$ cat src/rtl/twgr_pkg.sv
// ----------------------------------------------------------------------------
// twgr_pkg: shared types and constants for the touch wake gesture recognizer
// Fixed screen geometry, gesture codes, register indexes and channel structs.
// ----------------------------------------------------------------------------
package twgr_pkg;

  localparam int unsigned CW = 12;
  localparam int unsigned TW = 32;

  // screen geometry
  localparam int unsigned Y_MAX   = 2559;
  localparam int unsigned X_MAX   = 1439;
  localparam int unsigned EDGE    = 130;
  localparam int unsigned Y_LIMIT = Y_MAX - EDGE;
  localparam int unsigned X_LIMIT = X_MAX - EDGE;
  localparam int unsigned X_B1    = 532;
  localparam int unsigned X_B2    = 960;
  localparam int unsigned Y_START = 1066;
  localparam int unsigned X_START = 720;
  localparam int unsigned X_FINAL = 360;
  localparam int unsigned Y_NEXT  = 180;

  // request types
  localparam logic [2:0] REQ_SLOT = 3'd0;
  localparam logic [2:0] REQ_LIFT = 3'd1;
  localparam logic [2:0] REQ_X    = 3'd2;
  localparam logic [2:0] REQ_Y    = 3'd3;

  // gesture codes
  localparam logic [2:0] CODE_NONE  = 3'd0;
  localparam logic [2:0] CODE_RIGHT = 3'd1;
  localparam logic [2:0] CODE_LEFT  = 3'd2;
  localparam logic [2:0] CODE_UP    = 3'd3;
  localparam logic [2:0] CODE_DOWN  = 3'd4;
  localparam logic [2:0] CODE_DTAP  = 3'd5;

  // register indexes
  localparam logic [2:0] REG_WAKE    = 3'd0;
  localparam logic [2:0] REG_SLEEP   = 3'd1;
  localparam logic [2:0] REG_TAPMODE = 3'd2;
  localparam logic [2:0] REG_REPORT  = 3'd3;
  localparam logic [2:0] REG_RADIUS  = 3'd4;
  localparam logic [2:0] REG_WINDOW  = 3'd5;
  localparam logic [2:0] REG_TIMEOUT = 3'd6;
  localparam logic [2:0] REG_HOLDOFF = 3'd7;

  localparam logic [1:0] TAP_SCREEN_OFF = 2'd1;
  localparam logic [1:0] TAP_ALWAYS     = 2'd2;

  typedef struct packed {
    logic [3:0]  wake_mask;
    logic [1:0]  sleep_mask;
    logic [1:0]  tap_mode;
    logic        report_en;
    logic [11:0] radius;
    logic [15:0] window_ms;
    logic [15:0] timeout;
    logic [15:0] holdoff;
  } cfg_t;

  typedef struct packed {
    logic [2:0]    req_type;
    logic [CW-1:0] coord_value;
    logic          screen_off;
    logic [TW-1:0] now_ms;
    logic [TW-1:0] now_ticks;
  } req_t;

  typedef struct packed {
    logic       report_valid;
    logic [2:0] report_code;
    logic       power_press;
  } rsp_t;

  // classified command from front to back
  typedef struct packed {
    logic          slot;
    logic          lift;
    logic          run;
    logic          off;
    logic [CW-1:0] x;
    logic [CW-1:0] y;
    logic [TW-1:0] now_ms;
    logic [TW-1:0] now_ticks;
  } cmd_t;

endpackage

$ cat src/rtl/twgr_if.sv
// ----------------------------------------------------------------------------
// twgr_req_if / twgr_rsp_if: valid/ready channels
// Request and result channels with source and sink views.
// ----------------------------------------------------------------------------
interface twgr_req_if;
  logic             valid;
  logic             ready;
  twgr_pkg::req_t   payload;
  modport source (output valid, output payload, input ready);
  modport sink   (input valid, input payload, output ready);
endinterface

interface twgr_rsp_if;
  logic             valid;
  logic             ready;
  twgr_pkg::rsp_t   payload;
  modport source (output valid, output payload, input ready);
  modport sink   (input valid, input payload, output ready);
endinterface

$ cat src/rtl/twgr_front.sv
// ----------------------------------------------------------------------------
// twgr_front: coordinate latch and X/Y pairing
// Accepts items, latches coordinates and decides whether sweep logic runs.
// ----------------------------------------------------------------------------
module twgr_front (
  input  logic               clk,
  input  logic               rst,
  input  logic               in_valid,
  output logic               in_ready,
  input  twgr_pkg::req_t     in_item,
  output logic               cmd_valid,
  input  logic               cmd_ready,
  output twgr_pkg::cmd_t     cmd
);
  import twgr_pkg::*;

  logic [CW-1:0] latest_x, latest_y;
  logic          x_seen, y_seen;
  logic [CW-1:0] x_new, y_new;
  logic          xs_new, ys_new, run;
  logic          fire;

  assign in_ready = cmd_ready;
  assign cmd_valid = in_valid;
  assign fire = in_valid && cmd_ready;

  // pairing decision
  always_comb begin
    x_new  = latest_x;
    y_new  = latest_y;
    xs_new = x_seen;
    ys_new = y_seen;
    run    = 1'b0;
    if (in_item.req_type != REQ_SLOT && in_item.req_type != REQ_LIFT) begin
      if (in_item.req_type == REQ_X) begin
        x_new  = in_item.coord_value;
        xs_new = 1'b1;
      end else if (in_item.req_type == REQ_Y) begin
        y_new  = in_item.coord_value;
        ys_new = 1'b1;
      end
      run = (xs_new && ys_new) || (!in_item.screen_off && xs_new && !ys_new);
      if (run) begin
        xs_new = 1'b0;
        ys_new = 1'b0;
      end
    end
  end

  always_comb begin
    cmd.slot      = in_item.req_type == REQ_SLOT;
    cmd.lift      = in_item.req_type == REQ_LIFT;
    cmd.run       = run;
    cmd.off       = in_item.screen_off;
    cmd.x         = x_new;
    cmd.y         = y_new;
    cmd.now_ms    = in_item.now_ms;
    cmd.now_ticks = in_item.now_ticks;
  end

  always_ff @(posedge clk) begin
    if (rst) begin
      latest_x <= '0;
      latest_y <= '0;
      x_seen   <= 1'b0;
      y_seen   <= 1'b0;
    end else if (fire) begin
      latest_x <= x_new;
      latest_y <= y_new;
      x_seen   <= xs_new;
      y_seen   <= ys_new;
    end
  end

endmodule

$ cat src/rtl/twgr_queue.sv
// ----------------------------------------------------------------------------
// twgr_queue: two-entry command queue
// Decouples the front from the back so each side stalls on its own.
// ----------------------------------------------------------------------------
module twgr_queue (
  input  logic             clk,
  input  logic             rst,
  input  logic             in_valid,
  output logic             in_ready,
  input  twgr_pkg::cmd_t   in_cmd,
  output logic             out_valid,
  input  logic             out_ready,
  output twgr_pkg::cmd_t   out_cmd
);
  import twgr_pkg::*;

  cmd_t       mem [2];
  logic       wptr, rptr;
  logic [1:0] count;
  logic       push, pop;

  assign in_ready  = count != 2'd2;
  assign out_valid = count != 2'd0;
  assign out_cmd   = mem[rptr];
  assign push = in_valid && in_ready;
  assign pop  = out_valid && out_ready;

  always_ff @(posedge clk) begin
    if (push) mem[wptr] <= in_cmd;
  end

  always_ff @(posedge clk) begin
    if (rst) begin
      wptr  <= 1'b0;
      rptr  <= 1'b0;
      count <= 2'd0;
    end else begin
      if (push) wptr <= ~wptr;
      if (pop)  rptr <= ~rptr;
      count <= count + {1'b0, push} - {1'b0, pop};
    end
  end

  a_no_overflow: assert property (@(posedge clk) disable iff (rst)
    count == 2'd2 && !pop |=> count == 2'd2)
    else $error("queue lost an entry");
  a_count_range: assert property (@(posedge clk) disable iff (rst) count != 2'd3)
    else $error("queue count out of range");
  a_pop_push: assert property (@(posedge clk) disable iff (rst)
    push && pop |=> $stable(count))
    else $error("queue count moved on push and pop");

endmodule

$ cat src/rtl/twgr_back.sv
// ----------------------------------------------------------------------------
// twgr_back: sweep, double tap and holdoff engine
// Runs one command per cycle, unless stalled, into a registered result stage.
// ----------------------------------------------------------------------------
module twgr_back (
  input  logic             clk,
  input  logic             rst,
  input  twgr_pkg::cfg_t   cfg,
  input  logic             cmd_valid,
  output logic             cmd_ready,
  input  twgr_pkg::cmd_t   cmd,
  output logic             out_valid,
  input  logic             out_ready,
  output twgr_pkg::rsp_t   out_rsp
);
  import twgr_pkg::*;

  logic [CW-1:0] sx, sy;
  logic [TW-1:0] sx_tick, sy_tick;
  logic [1:0]    xb, yb;
  logic          x_armed, y_armed;
  logic [1:0]    tap_count;
  logic [TW-1:0] tap_ms;
  logic [CW-1:0] tap_x, tap_y;
  logic          tap_armed, fresh;
  logic [TW-1:0] att0, att1;

  logic [CW-1:0] sx_next, sy_next;
  logic [TW-1:0] sx_tick_next, sy_tick_next;
  logic [1:0]    xb_next, yb_next;
  logic          x_armed_next, y_armed_next;
  logic [1:0]    tap_count_next;
  logic [TW-1:0] tap_ms_next;
  logic [CW-1:0] tap_x_next, tap_y_next;
  logic          tap_armed_next, fresh_next;
  logic [TW-1:0] att0_next, att1_next;
  rsp_t          rsp;
  logic          fire;

  assign cmd_ready = !out_valid || out_ready;
  assign fire = cmd_valid && cmd_ready;

  // signed 15-bit coordinates for start-relative bounds
  logic signed [CW+2:0] y, s;
  logic                 en0, en1, v_up, v_dn, tmo_x, tmo_y, mode_ok;
  logic [CW-1:0]        dx, dy;
  logic [TW-1:0]        dt;

  always_comb begin
    sx_next = sx; sy_next = sy; sx_tick_next = sx_tick; sy_tick_next = sy_tick;
    xb_next = xb; yb_next = yb; x_armed_next = x_armed; y_armed_next = y_armed;
    tap_count_next = tap_count; tap_ms_next = tap_ms; tap_x_next = tap_x;
    tap_y_next = tap_y; tap_armed_next = tap_armed; fresh_next = fresh;
    att0_next = att0; att1_next = att1;
    rsp = '0;
    y = $signed({3'b000, cmd.y});
    s = '0;
    en0 = 1'b0; en1 = 1'b0; v_up = 1'b0; v_dn = 1'b0;
    tmo_x = 1'b0; tmo_y = 1'b0; mode_ok = 1'b0;
    dx = '0; dy = '0; dt = '0;

    if (cmd.slot || cmd.lift) begin
      x_armed_next = 1'b1; xb_next = '0; sx_next = '0; sx_tick_next = '0;
      y_armed_next = 1'b1; yb_next = '0; sy_next = '0; sy_tick_next = '0;
    end
    if (cmd.slot) begin
      tap_armed_next = 1'b1; tap_count_next = '0; tap_ms_next = '0;
      tap_x_next = '0; tap_y_next = '0;
    end else if (cmd.lift) begin
      fresh_next = 1'b1;
      mode_ok = (cfg.tap_mode == TAP_SCREEN_OFF && cmd.off) || cfg.tap_mode == TAP_ALWAYS;
      if (!(cmd.x < CW'(EDGE) || cmd.x > CW'(X_LIMIT) || cmd.y < CW'(EDGE)
            || cmd.y > CW'(Y_LIMIT)) && mode_ok && tap_armed) begin
        fresh_next = 1'b0;
        dx = (cmd.x > tap_x) ? cmd.x - tap_x : tap_x - cmd.x;
        dy = (cmd.y > tap_y) ? cmd.y - tap_y : tap_y - cmd.y;
        dt = cmd.now_ms - tap_ms;
        if (tap_count == 2'd1 && dx < cfg.radius && dy < cfg.radius
            && dt < TW'(cfg.window_ms)) begin
          // second tap hit; tap state clears and re-arms
          tap_count_next = '0; tap_ms_next = '0; tap_x_next = '0; tap_y_next = '0;
          if (cfg.report_en) begin
            att1_next = att0;
            att0_next = cmd.now_ticks;
            if (!(cmd.now_ticks - att0 < TW'(cfg.holdoff))) begin
              rsp.report_valid = 1'b1;
              rsp.report_code  = CODE_DTAP;
            end
          end else begin
            rsp.power_press = 1'b1;
          end
        end else begin
          tap_count_next = 2'd1;
          tap_ms_next = cmd.now_ms;
          tap_x_next = cmd.x;
          tap_y_next = cmd.y;
        end
      end
    end else if (cmd.run) begin
      // horizontal sweep
      en0 = cmd.off ? cfg.wake_mask[0] : cfg.sleep_mask[0];
      en1 = cmd.off ? cfg.wake_mask[1] : cfg.sleep_mask[1];
      if (!cmd.off && cmd.y < CW'(Y_LIMIT)) begin
        x_armed_next = 1'b1; xb_next = '0; sx_next = '0; sx_tick_next = '0;
        y_armed_next = 1'b1; yb_next = '0; sy_next = '0; sy_tick_next = '0;
      end else begin
        if (sx == '0) begin
          sx_next = cmd.x;
          sx_tick_next = cmd.now_ticks;
        end
        tmo_x = (cmd.now_ticks - sx_tick_next) < TW'(cfg.timeout);
        if (sx_next < CW'(X_START) && en0) begin
          if (xb[0] || (cmd.x > '0 && cmd.x < CW'(X_B1))) begin
            xb_next[0] = 1'b1;
            if (xb[1] || (cmd.x > CW'(X_B1) && cmd.x < CW'(X_B2))) begin
              xb_next[1] = 1'b1;
              if (cmd.x > CW'(X_B2) && cmd.x > CW'(X_MAX - X_FINAL) && x_armed && tmo_x) begin
                rsp.power_press = 1'b1;
                x_armed_next = 1'b0;
                if (cfg.report_en && cmd.off) begin
                  att1_next = att0;
                  att0_next = cmd.now_ticks;
                  if (!(cmd.now_ticks - att0 < TW'(cfg.holdoff))) begin
                    rsp.report_valid = 1'b1;
                    rsp.report_code = CODE_RIGHT;
                  end
                end
              end
            end
          end
        end else if (sx_next >= CW'(X_START) && en1) begin
          if (xb[0] || (cmd.x < CW'(X_MAX - X_FINAL) && cmd.x > CW'(X_B2))) begin
            xb_next[0] = 1'b1;
            if (xb[1] || (cmd.x < CW'(X_B2) && cmd.x > CW'(X_B1))) begin
              xb_next[1] = 1'b1;
              if (cmd.x < CW'(X_B1) && cmd.x < CW'(X_FINAL) && x_armed) begin
                rsp.power_press = 1'b1;
                x_armed_next = 1'b0;
                if (cfg.report_en && cmd.off) begin
                  att1_next = att0;
                  att0_next = cmd.now_ticks;
                  if (!(cmd.now_ticks - att0 < TW'(cfg.holdoff))) begin
                    rsp.report_valid = 1'b1;
                    rsp.report_code = CODE_LEFT;
                  end
                end
              end
            end
          end
        end
      end
      // vertical sweep, screen off only
      if (cmd.off) begin
        if (sy == '0) begin
          sy_next = cmd.y;
          sy_tick_next = cmd.now_ticks;
        end
        s = $signed({3'b000, sy_next});
        tmo_y = (cmd.now_ticks - sy_tick_next) < TW'(cfg.timeout);
        if (sy_next > CW'(Y_START) && cfg.wake_mask[2]) begin
          if (yb[0] || (y < s && y > s - 15'sd180)) begin
            yb_next[0] = 1'b1;
            if (yb[1] || (y < s - 15'sd180 && y > s - 15'sd360)) begin
              yb_next[1] = 1'b1;
              if (y < s - 15'sd540 && y_armed && tmo_y) v_up = 1'b1;
            end
          end
        end else if (sy_next <= CW'(Y_START) && cfg.wake_mask[3]) begin
          if (yb[0] || (y > s && y < s + 15'sd180)) begin
            yb_next[0] = 1'b1;
            if (yb[1] || (y > s + 15'sd180 && y < s + 15'sd360)) begin
              yb_next[1] = 1'b1;
              if (y > s + 15'sd540 && y_armed && tmo_y) v_dn = 1'b1;
            end
          end
        end
        if (v_up || v_dn) begin
          rsp.power_press = 1'b1;
          y_armed_next = 1'b0;
          if (cfg.report_en) begin
            att1_next = att0_next;
            att0_next = cmd.now_ticks;
            if (!(cmd.now_ticks - att1_next < TW'(cfg.holdoff)) && !rsp.report_valid) begin
              rsp.report_valid = 1'b1;
              rsp.report_code = v_up ? CODE_UP : CODE_DOWN;
            end
          end
        end
      end
    end
  end

  always_ff @(posedge clk) begin
    if (rst) begin
      sx <= '0; sy <= '0; sx_tick <= '0; sy_tick <= '0;
      xb <= '0; yb <= '0; x_armed <= 1'b1; y_armed <= 1'b1;
      tap_count <= '0; tap_ms <= '0; tap_x <= '0; tap_y <= '0;
      tap_armed <= 1'b1; fresh <= 1'b1; att0 <= '0; att1 <= '0;
      out_valid <= 1'b0;
      out_rsp <= '0;
    end else begin
      if (fire) begin
        sx <= sx_next; sy <= sy_next; sx_tick <= sx_tick_next; sy_tick <= sy_tick_next;
        xb <= xb_next; yb <= yb_next; x_armed <= x_armed_next; y_armed <= y_armed_next;
        tap_count <= tap_count_next; tap_ms <= tap_ms_next; tap_x <= tap_x_next;
        tap_y <= tap_y_next; tap_armed <= tap_armed_next; fresh <= fresh_next;
        att0 <= att0_next; att1 <= att1_next;
        out_rsp <= rsp;
        out_valid <= 1'b1;
      end else if (out_ready) begin
        out_valid <= 1'b0;
      end
    end
  end

  a_hold: assert property (@(posedge clk) disable iff (rst)
    out_valid && !out_ready |=> out_valid && $stable(out_rsp))
    else $error("result dropped while stalled");
  a_code: assert property (@(posedge clk) disable iff (rst)
    out_valid && !out_rsp.report_valid |-> out_rsp.report_code == CODE_NONE)
    else $error("code without report");
  a_tap_clear: assert property (@(posedge clk) disable iff (rst)
    fire && cmd.slot |=> tap_count == 2'd0 && tap_armed)
    else $error("slot change did not clear taps");

endmodule

$ cat src/rtl/touch_wake_gesture_recognizer_core.sv
// Path: an accepted item is written into the queue and then registered in the
// result register, from which it can be taken.
// Throughput: one item per cycle unless the result register is stalled.
// Reset: synchronous rst clears all gesture state, the queue and the
// result register, and restores register defaults; no clearing pass.
// ----------------------------------------------------------------------------
// touch_wake_gesture_recognizer_core: top level
// Register port, front classifier, command queue and gesture back end.
// ----------------------------------------------------------------------------
module touch_wake_gesture_recognizer_core (
  input  logic        clk,
  input  logic        rst,
  input  logic        psel,
  input  logic        penable,
  input  logic        pwrite,
  input  logic [4:0]  paddr,
  input  logic [31:0] pwdata,
  output logic [31:0] prdata,
  output logic        pready,
  twgr_req_if.sink    req,
  twgr_rsp_if.source  rsp
);
  import twgr_pkg::*;

  cfg_t       cfg;
  logic [2:0] ridx;
  cmd_t       f_cmd, q_cmd;
  logic       f_valid, f_ready, q_valid, q_ready;

  assign pready = 1'b1;
  assign ridx = paddr[4:2];

  // register file
  always_ff @(posedge clk) begin
    if (rst) begin
      cfg <= '{wake_mask: 4'd0, sleep_mask: 2'd0, tap_mode: 2'd0, report_en: 1'b0,
               radius: 12'd200, window_ms: 16'd700, timeout: 16'd30, holdoff: 16'd50};
    end else if (psel && penable && pwrite) begin
      case (ridx)
        REG_WAKE:    cfg.wake_mask  <= pwdata[3:0];
        REG_SLEEP:   cfg.sleep_mask <= pwdata[1:0];
        REG_TAPMODE: cfg.tap_mode   <= pwdata[1:0];
        REG_REPORT:  cfg.report_en  <= pwdata[0];
        REG_RADIUS:  cfg.radius     <= pwdata[11:0];
        REG_WINDOW:  cfg.window_ms  <= pwdata[15:0];
        REG_TIMEOUT: cfg.timeout    <= pwdata[15:0];
        REG_HOLDOFF: cfg.holdoff    <= pwdata[15:0];
        default: ;
      endcase
    end
  end

  always_comb begin
    case (ridx)
      REG_WAKE:    prdata = {28'd0, cfg.wake_mask};
      REG_SLEEP:   prdata = {30'd0, cfg.sleep_mask};
      REG_TAPMODE: prdata = {30'd0, cfg.tap_mode};
      REG_REPORT:  prdata = {31'd0, cfg.report_en};
      REG_RADIUS:  prdata = {20'd0, cfg.radius};
      REG_WINDOW:  prdata = {16'd0, cfg.window_ms};
      REG_TIMEOUT: prdata = {16'd0, cfg.timeout};
      REG_HOLDOFF: prdata = {16'd0, cfg.holdoff};
      default:     prdata = '0;
    endcase
  end

  twgr_front u_front (
    .clk, .rst,
    .in_valid (req.valid), .in_ready (req.ready), .in_item (req.payload),
    .cmd_valid (f_valid), .cmd_ready (f_ready), .cmd (f_cmd)
  );

  twgr_queue u_queue (
    .clk, .rst,
    .in_valid (f_valid), .in_ready (f_ready), .in_cmd (f_cmd),
    .out_valid (q_valid), .out_ready (q_ready), .out_cmd (q_cmd)
  );

  twgr_back u_back (
    .clk, .rst, .cfg,
    .cmd_valid (q_valid), .cmd_ready (q_ready), .cmd (q_cmd),
    .out_valid (rsp.valid), .out_ready (rsp.ready), .out_rsp (rsp.payload)
  );

endmodule
$ cat src/flat_wrapper.sv
// flat-port wrapper written by rule: the top's interface ports become plain ports
module touch_wake_gesture_recognizer_core_flat import twgr_pkg::*;
  (clk, rst, psel, penable, pwrite, paddr, pwdata, prdata, pready, req_valid, req_payload, req_ready, rsp_valid, rsp_payload, rsp_ready);
  twgr_req_if req_i ();
  twgr_rsp_if rsp_i ();
  input  logic clk;
  input  logic rst;
  input  logic psel;
  input  logic penable;
  input  logic pwrite;
  input  logic [4:0] paddr;
  input  logic [31:0] pwdata;
  output logic [31:0] prdata;
  output logic pready;
  input wire logic [$bits(req_i.valid)-1:0] req_valid;
  input wire logic [$bits(req_i.payload)-1:0] req_payload;
  output wire logic [$bits(req_i.ready)-1:0] req_ready;
  output wire logic [$bits(rsp_i.valid)-1:0] rsp_valid;
  output wire logic [$bits(rsp_i.payload)-1:0] rsp_payload;
  input wire logic [$bits(rsp_i.ready)-1:0] rsp_ready;
  assign req_i.valid = req_valid;
  assign req_i.payload = req_payload;
  assign req_ready = req_i.ready;
  assign rsp_valid = rsp_i.valid;
  assign rsp_payload = rsp_i.payload;
  assign rsp_i.ready = rsp_ready;
  touch_wake_gesture_recognizer_core u_core (.clk(clk), .rst(rst), .psel(psel), .penable(penable), .pwrite(pwrite), .paddr(paddr), .pwdata(pwdata), .prdata(prdata), .pready(pready), .req(req_i), .rsp(rsp_i));
endmodule
$ cat config.mk
export PLATFORM = sky130hd
export DESIGN_NAME = touch_wake_gesture_recognizer_core_flat
export DESIGN_NICKNAME = d
export VERILOG_FILES = /design/src/rtl/twgr_pkg.sv /design/src/rtl/twgr_if.sv /design/src/rtl/twgr_front.sv /design/src/rtl/twgr_queue.sv /design/src/rtl/twgr_back.sv /design/src/rtl/touch_wake_gesture_recognizer_core.sv /design/src/flat_wrapper.sv
export SDC_FILE = /design/constraint.sdc
export NUM_CORES = 2
export LEC_CHECK = 0
export ABC_AREA = 1
export BUFFER_PORTS_ARGS = -buffer_cell sky130_fd_sc_hd__buf_4
export CAP_MARGIN = 10
export CORE_ASPECT_RATIO = 1.4
export CORE_MARGIN = 5
export CORE_UTILIZATION = 50
export DETAILED_ROUTE_END_ITERATION = 6
export HOLD_SLACK_MARGIN = 0.05
export PLACE_DENSITY = 0.7
export SETUP_SLACK_MARGIN = 0.3
export SYNTH_ARGS = -nofsm -noshare
export SYNTH_HDL_FRONTEND = slang
export SYNTH_SLANG_ARGS = --single-unit
export TNS_END_PERCENT = 100
$ cat constraint.sdc
create_clock -name clk -period 9.4 [get_ports clk]
set_clock_uncertainty 0.2 [all_clocks]
set_input_delay 1.88 -clock clk [delete_from_list [all_inputs] [get_ports clk]]
set_output_delay 1.88 -clock clk [all_outputs]
set_load 0.01 [all_outputs]
==> impl_metrics.env <==
export IMPL_async_flop_share_pct=0
export IMPL_grt_antenna_before_repair=4
export IMPL_die_area_um2=82670
export IMPL_status="completed"
export IMPL_cpMaxStageDelayCell="o21ai_0"
export IMPL_coreArea_um2=76420
export IMPL_drt_total_wl_mm=124.4
export IMPL_start_kind="register"
export IMPL_post_route_period_util_pct=91.13
export IMPL_setup_violations=0
export IMPL_syn_inst=5510
export IMPL_dieHeight_um=338.2
export IMPL_yosysSeqAreaShare_pct=29.40
export IMPL_seqCellArea_um2=11310
export IMPL_place_area_um2=41020
export IMPL_hold_class="register to register"
export IMPL_cpLargestDelayFamily="compound AO/OA/AOI/OAI gates"
export IMPL_ys_ff_latch=473
export IMPL_cts_hold_buffers=0
export IMPL_finalMaxSlewViolations=0
export IMPL_dr_pass1_iters=5
export IMPL_grt_overflow=0
export IMPL_clockBufferDepth=3
export IMPL_fmax_ghz=0.1167
export IMPL_io_buffers=128
export IMPL_initial_core_util_pct=50.34
export IMPL_stdcell_count=6669
export IMPL_place_congestion=0.9976
export IMPL_synthTopCellsByArea="dfxtp_1, edfxtp_1, nand2_1"
export IMPL_drive_gt1_share_pct=10.95
export IMPL_tightest_slew_ns=1.177
export IMPL_multi_input_area_um2=23590
export IMPL_timing_critical_path_mode_cell="nand2_1"
export IMPL_cts_sinks=473
export IMPL_numCtsBuffers=50
export IMPL_grt_usage_pct=28.73
export IMPL_vias=37700
export IMPL_fin_crit_ns=8.567
export IMPL_required_ns=9.75
export IMPL_synth_edf_count=184
export IMPL_ios=164
export IMPL_slowest_delay_ns=0.52
export IMPL_dieWidth_um=244.4
export IMPL_slew_headroom_pct=21.10
export IMPL_grt_pass1_wl_mm=191.9
export IMPL_crit_path_max_fanout=34
export IMPL_yosysTopAreaCell="dfxtp_1"
export IMPL_wl_per_cell_um=18.65
export IMPL_hold_viol=0
export IMPL_syn_area_um2=38470
export IMPL_synthDominantCellAreaShare_pct=15.04
export IMPL_antenna_left=0
export IMPL_synth_area_per_cell_um2=6.982
export IMPL_synth_top_flop_cell="dfxtp_1"
export IMPL_crit_buf_inv=7
export IMPL_clk_latency_ns=0.63
export IMPL_h_tree_depth=2
export IMPL_rsz0062_at_grt="no"
export IMPL_areaGrowthSynthToFinish_pct=11.78
export IMPL_grt_max_degree=161
export IMPL_cts_tree="yes"
export IMPL_tns_ns=0
export IMPL_rows=120
export IMPL_end_kind="register"
export IMPL_ys_warn_count=0
export IMPL_vias_per_cell=5.652
export IMPL_nNetsFinal=6140
export IMPL_maxCapViolations=0
export IMPL_fillers=7290
export IMPL_cts_root_buf="clkbuf_16"
export IMPL_grt_pass1_vias=35750
export IMPL_final_cell_area_um2=43010
export IMPL_synth_cell_types=82
export IMPL_drc_errors=0
export IMPL_drt_iter0_drc=2811
export IMPL_critical_path_class="register to register"
export IMPL_hpwl_mm=94.96
export IMPL_cp_arrival_ns=8.92
export IMPL_clk_pin_slew_ns=0.07
export IMPL_place_inst=6565
==> metrics by stage <==
stage / hold WS, ns / setup WS (ns) / util (%)
global route: 0.2747 / 0.2823 / 56.27
finish: 0.2584 / 0.8335 / 56.27
global placement: 0.2230 / 0.3325 / 53.68
floorplan: 0.2258 / 0.4889 / -
detailed placement: 0.2393 / 0.3331 / 53.68
CTS: 0.2520 / 0.3980 / 55.99
==> cells in the final DEF (no fill, tap or decap), types with 16 or more instances in the layout <==
| master | count |
|---|---|
| a211oi_1 | 32 |
| a21oi_1 | 602 |
| a31oi_1 | 17 |
| buf_4 | 286 |
| clkbuf_16 | 52 |
| conb_1 | 17 |
| dfxtp_1 | 288 |
| edfxtp_1 | 184 |
| ha_1 | 357 |
| inv_1 | 684 |
| inv_2 | 43 |
| nand2_1 | 1260 |
| nand2_2 | 47 |
| nand3_1 | 213 |
| nand3_2 | 30 |
| nand4_1 | 56 |
| nor2_1 | 319 |
| nor2_2 | 22 |
| nor3_1 | 51 |
| nor4_1 | 20 |
| o211ai_1 | 43 |
| o21ai_0 | 479 |
| o21ai_1 | 43 |
| o21ai_2 | 16 |
| o221ai_1 | 51 |
| o22ai_1 | 40 |
| or2_2 | 30 |
| xnor2_1 | 34 |
| xor2_1 | 128 |
==> final timing paths <==
path         cells after the start                        to  slack [ns]           startpoint
min                              1                  register        0.26  u_core.u_queue.rptr
max reg2reg                     52  u_core.u_back.out_rsp[1]        0.83             register
min reg2reg                      1                  register        0.26  u_core.u_queue.rptr
max                             52  u_core.u_back.out_rsp[1]        0.83             register
==> state kept, by name, summed over array words and instances (netlist names), 2 cells and up, named ones only <==
signal                   flops
u_core.cfg                  69
u_core.u_back.att0          32
u_core.u_back.out_rsp        5
u_core.u_back.sx            12
u_core.u_back.sx_tick       32
u_core.u_back.sy            12
u_core.u_back.sy_tick       32
u_core.u_back.tap_ms        32
u_core.u_back.tap_x         12
u_core.u_back.tap_y         12
u_core.u_back.xb             2
u_core.u_back.yb             2
u_core.u_front.latest_x     12
u_core.u_front.latest_y     12
u_core.u_queue.count         2
u_core.u_queue.mem         184
==> per-layer routing <==
| metal | vias to the layer above | global-route usage, % | part of all wire, % |
|---|---|---|---|
| met4 | 0 | 21.46 | 9.0 |
| met2 | 1228 | 51.98 | 50 |
| li1 | 18820 | - | - |
| met3 | 420 | 2.667 | 4.7 |
| met5 | - | 0 | 0 |
| met1 | 17230 | 30.83 | 36 |
==> cell families after synthesis <==
group / count (synthesis) / synth area share (%)
adders and majority gates: 368 / 12.12
muxes: 2 / 0.05204
AOI/OAI and AO/OA: 1436 / 20.92
other: 2 / 0.01952
and+or+nand+nor: 2106 / 23.86
xor gates and xnor gates: 162 / 3.688
buffers and inverters: 961 / 9.929
DFF: 473 / 29.40
==> synthesized netlist by cell type (12+ instances only) <==
cell type,count
nand2_1,1265
inv_1,691
a21oi_1,603
o21ai_0,493
ha_1,360
nor2_1,326
dfxtp_1,289
nand3_1,216
edfxtp_1,184
clkbuf_1,164
xor2_1,128
nand4_1,56
nor3_1,55
o221ai_1,51
nand2_2,44
o211ai_1,43
o22ai_1,40
inv_2,36
o21ai_1,36
xnor2_1,34
a211oi_1,33
or2_2,30
nand3_2,27
buf_4,22
nor2_2,21
nor4_1,20
buf_1,18
a31oi_1,17
o21a_1,13
a21o_1,12
==> final cells by class <==
type	instances	share of cell area, %
Sequential cell	473	26.31
Timing Repair Buffer	297	5.449
Clock buffer	66	3.334
Clock inverter	27	0.7361
Tap cell	976	2.840
Antenna cell	4	0.02328
Multi-Input combinational cell	4091	54.86
Inverter	735	6.450
==> repair_timing <==
action,CTS,global route
setup buffers,2,5
pin swaps,0,19
gates resized for setup,2,51
endpoints found under the setup margin,2,4
Power is not shown: default switching activity piles up to over one toggle a cycle in this logic, so the estimate is an artifact.
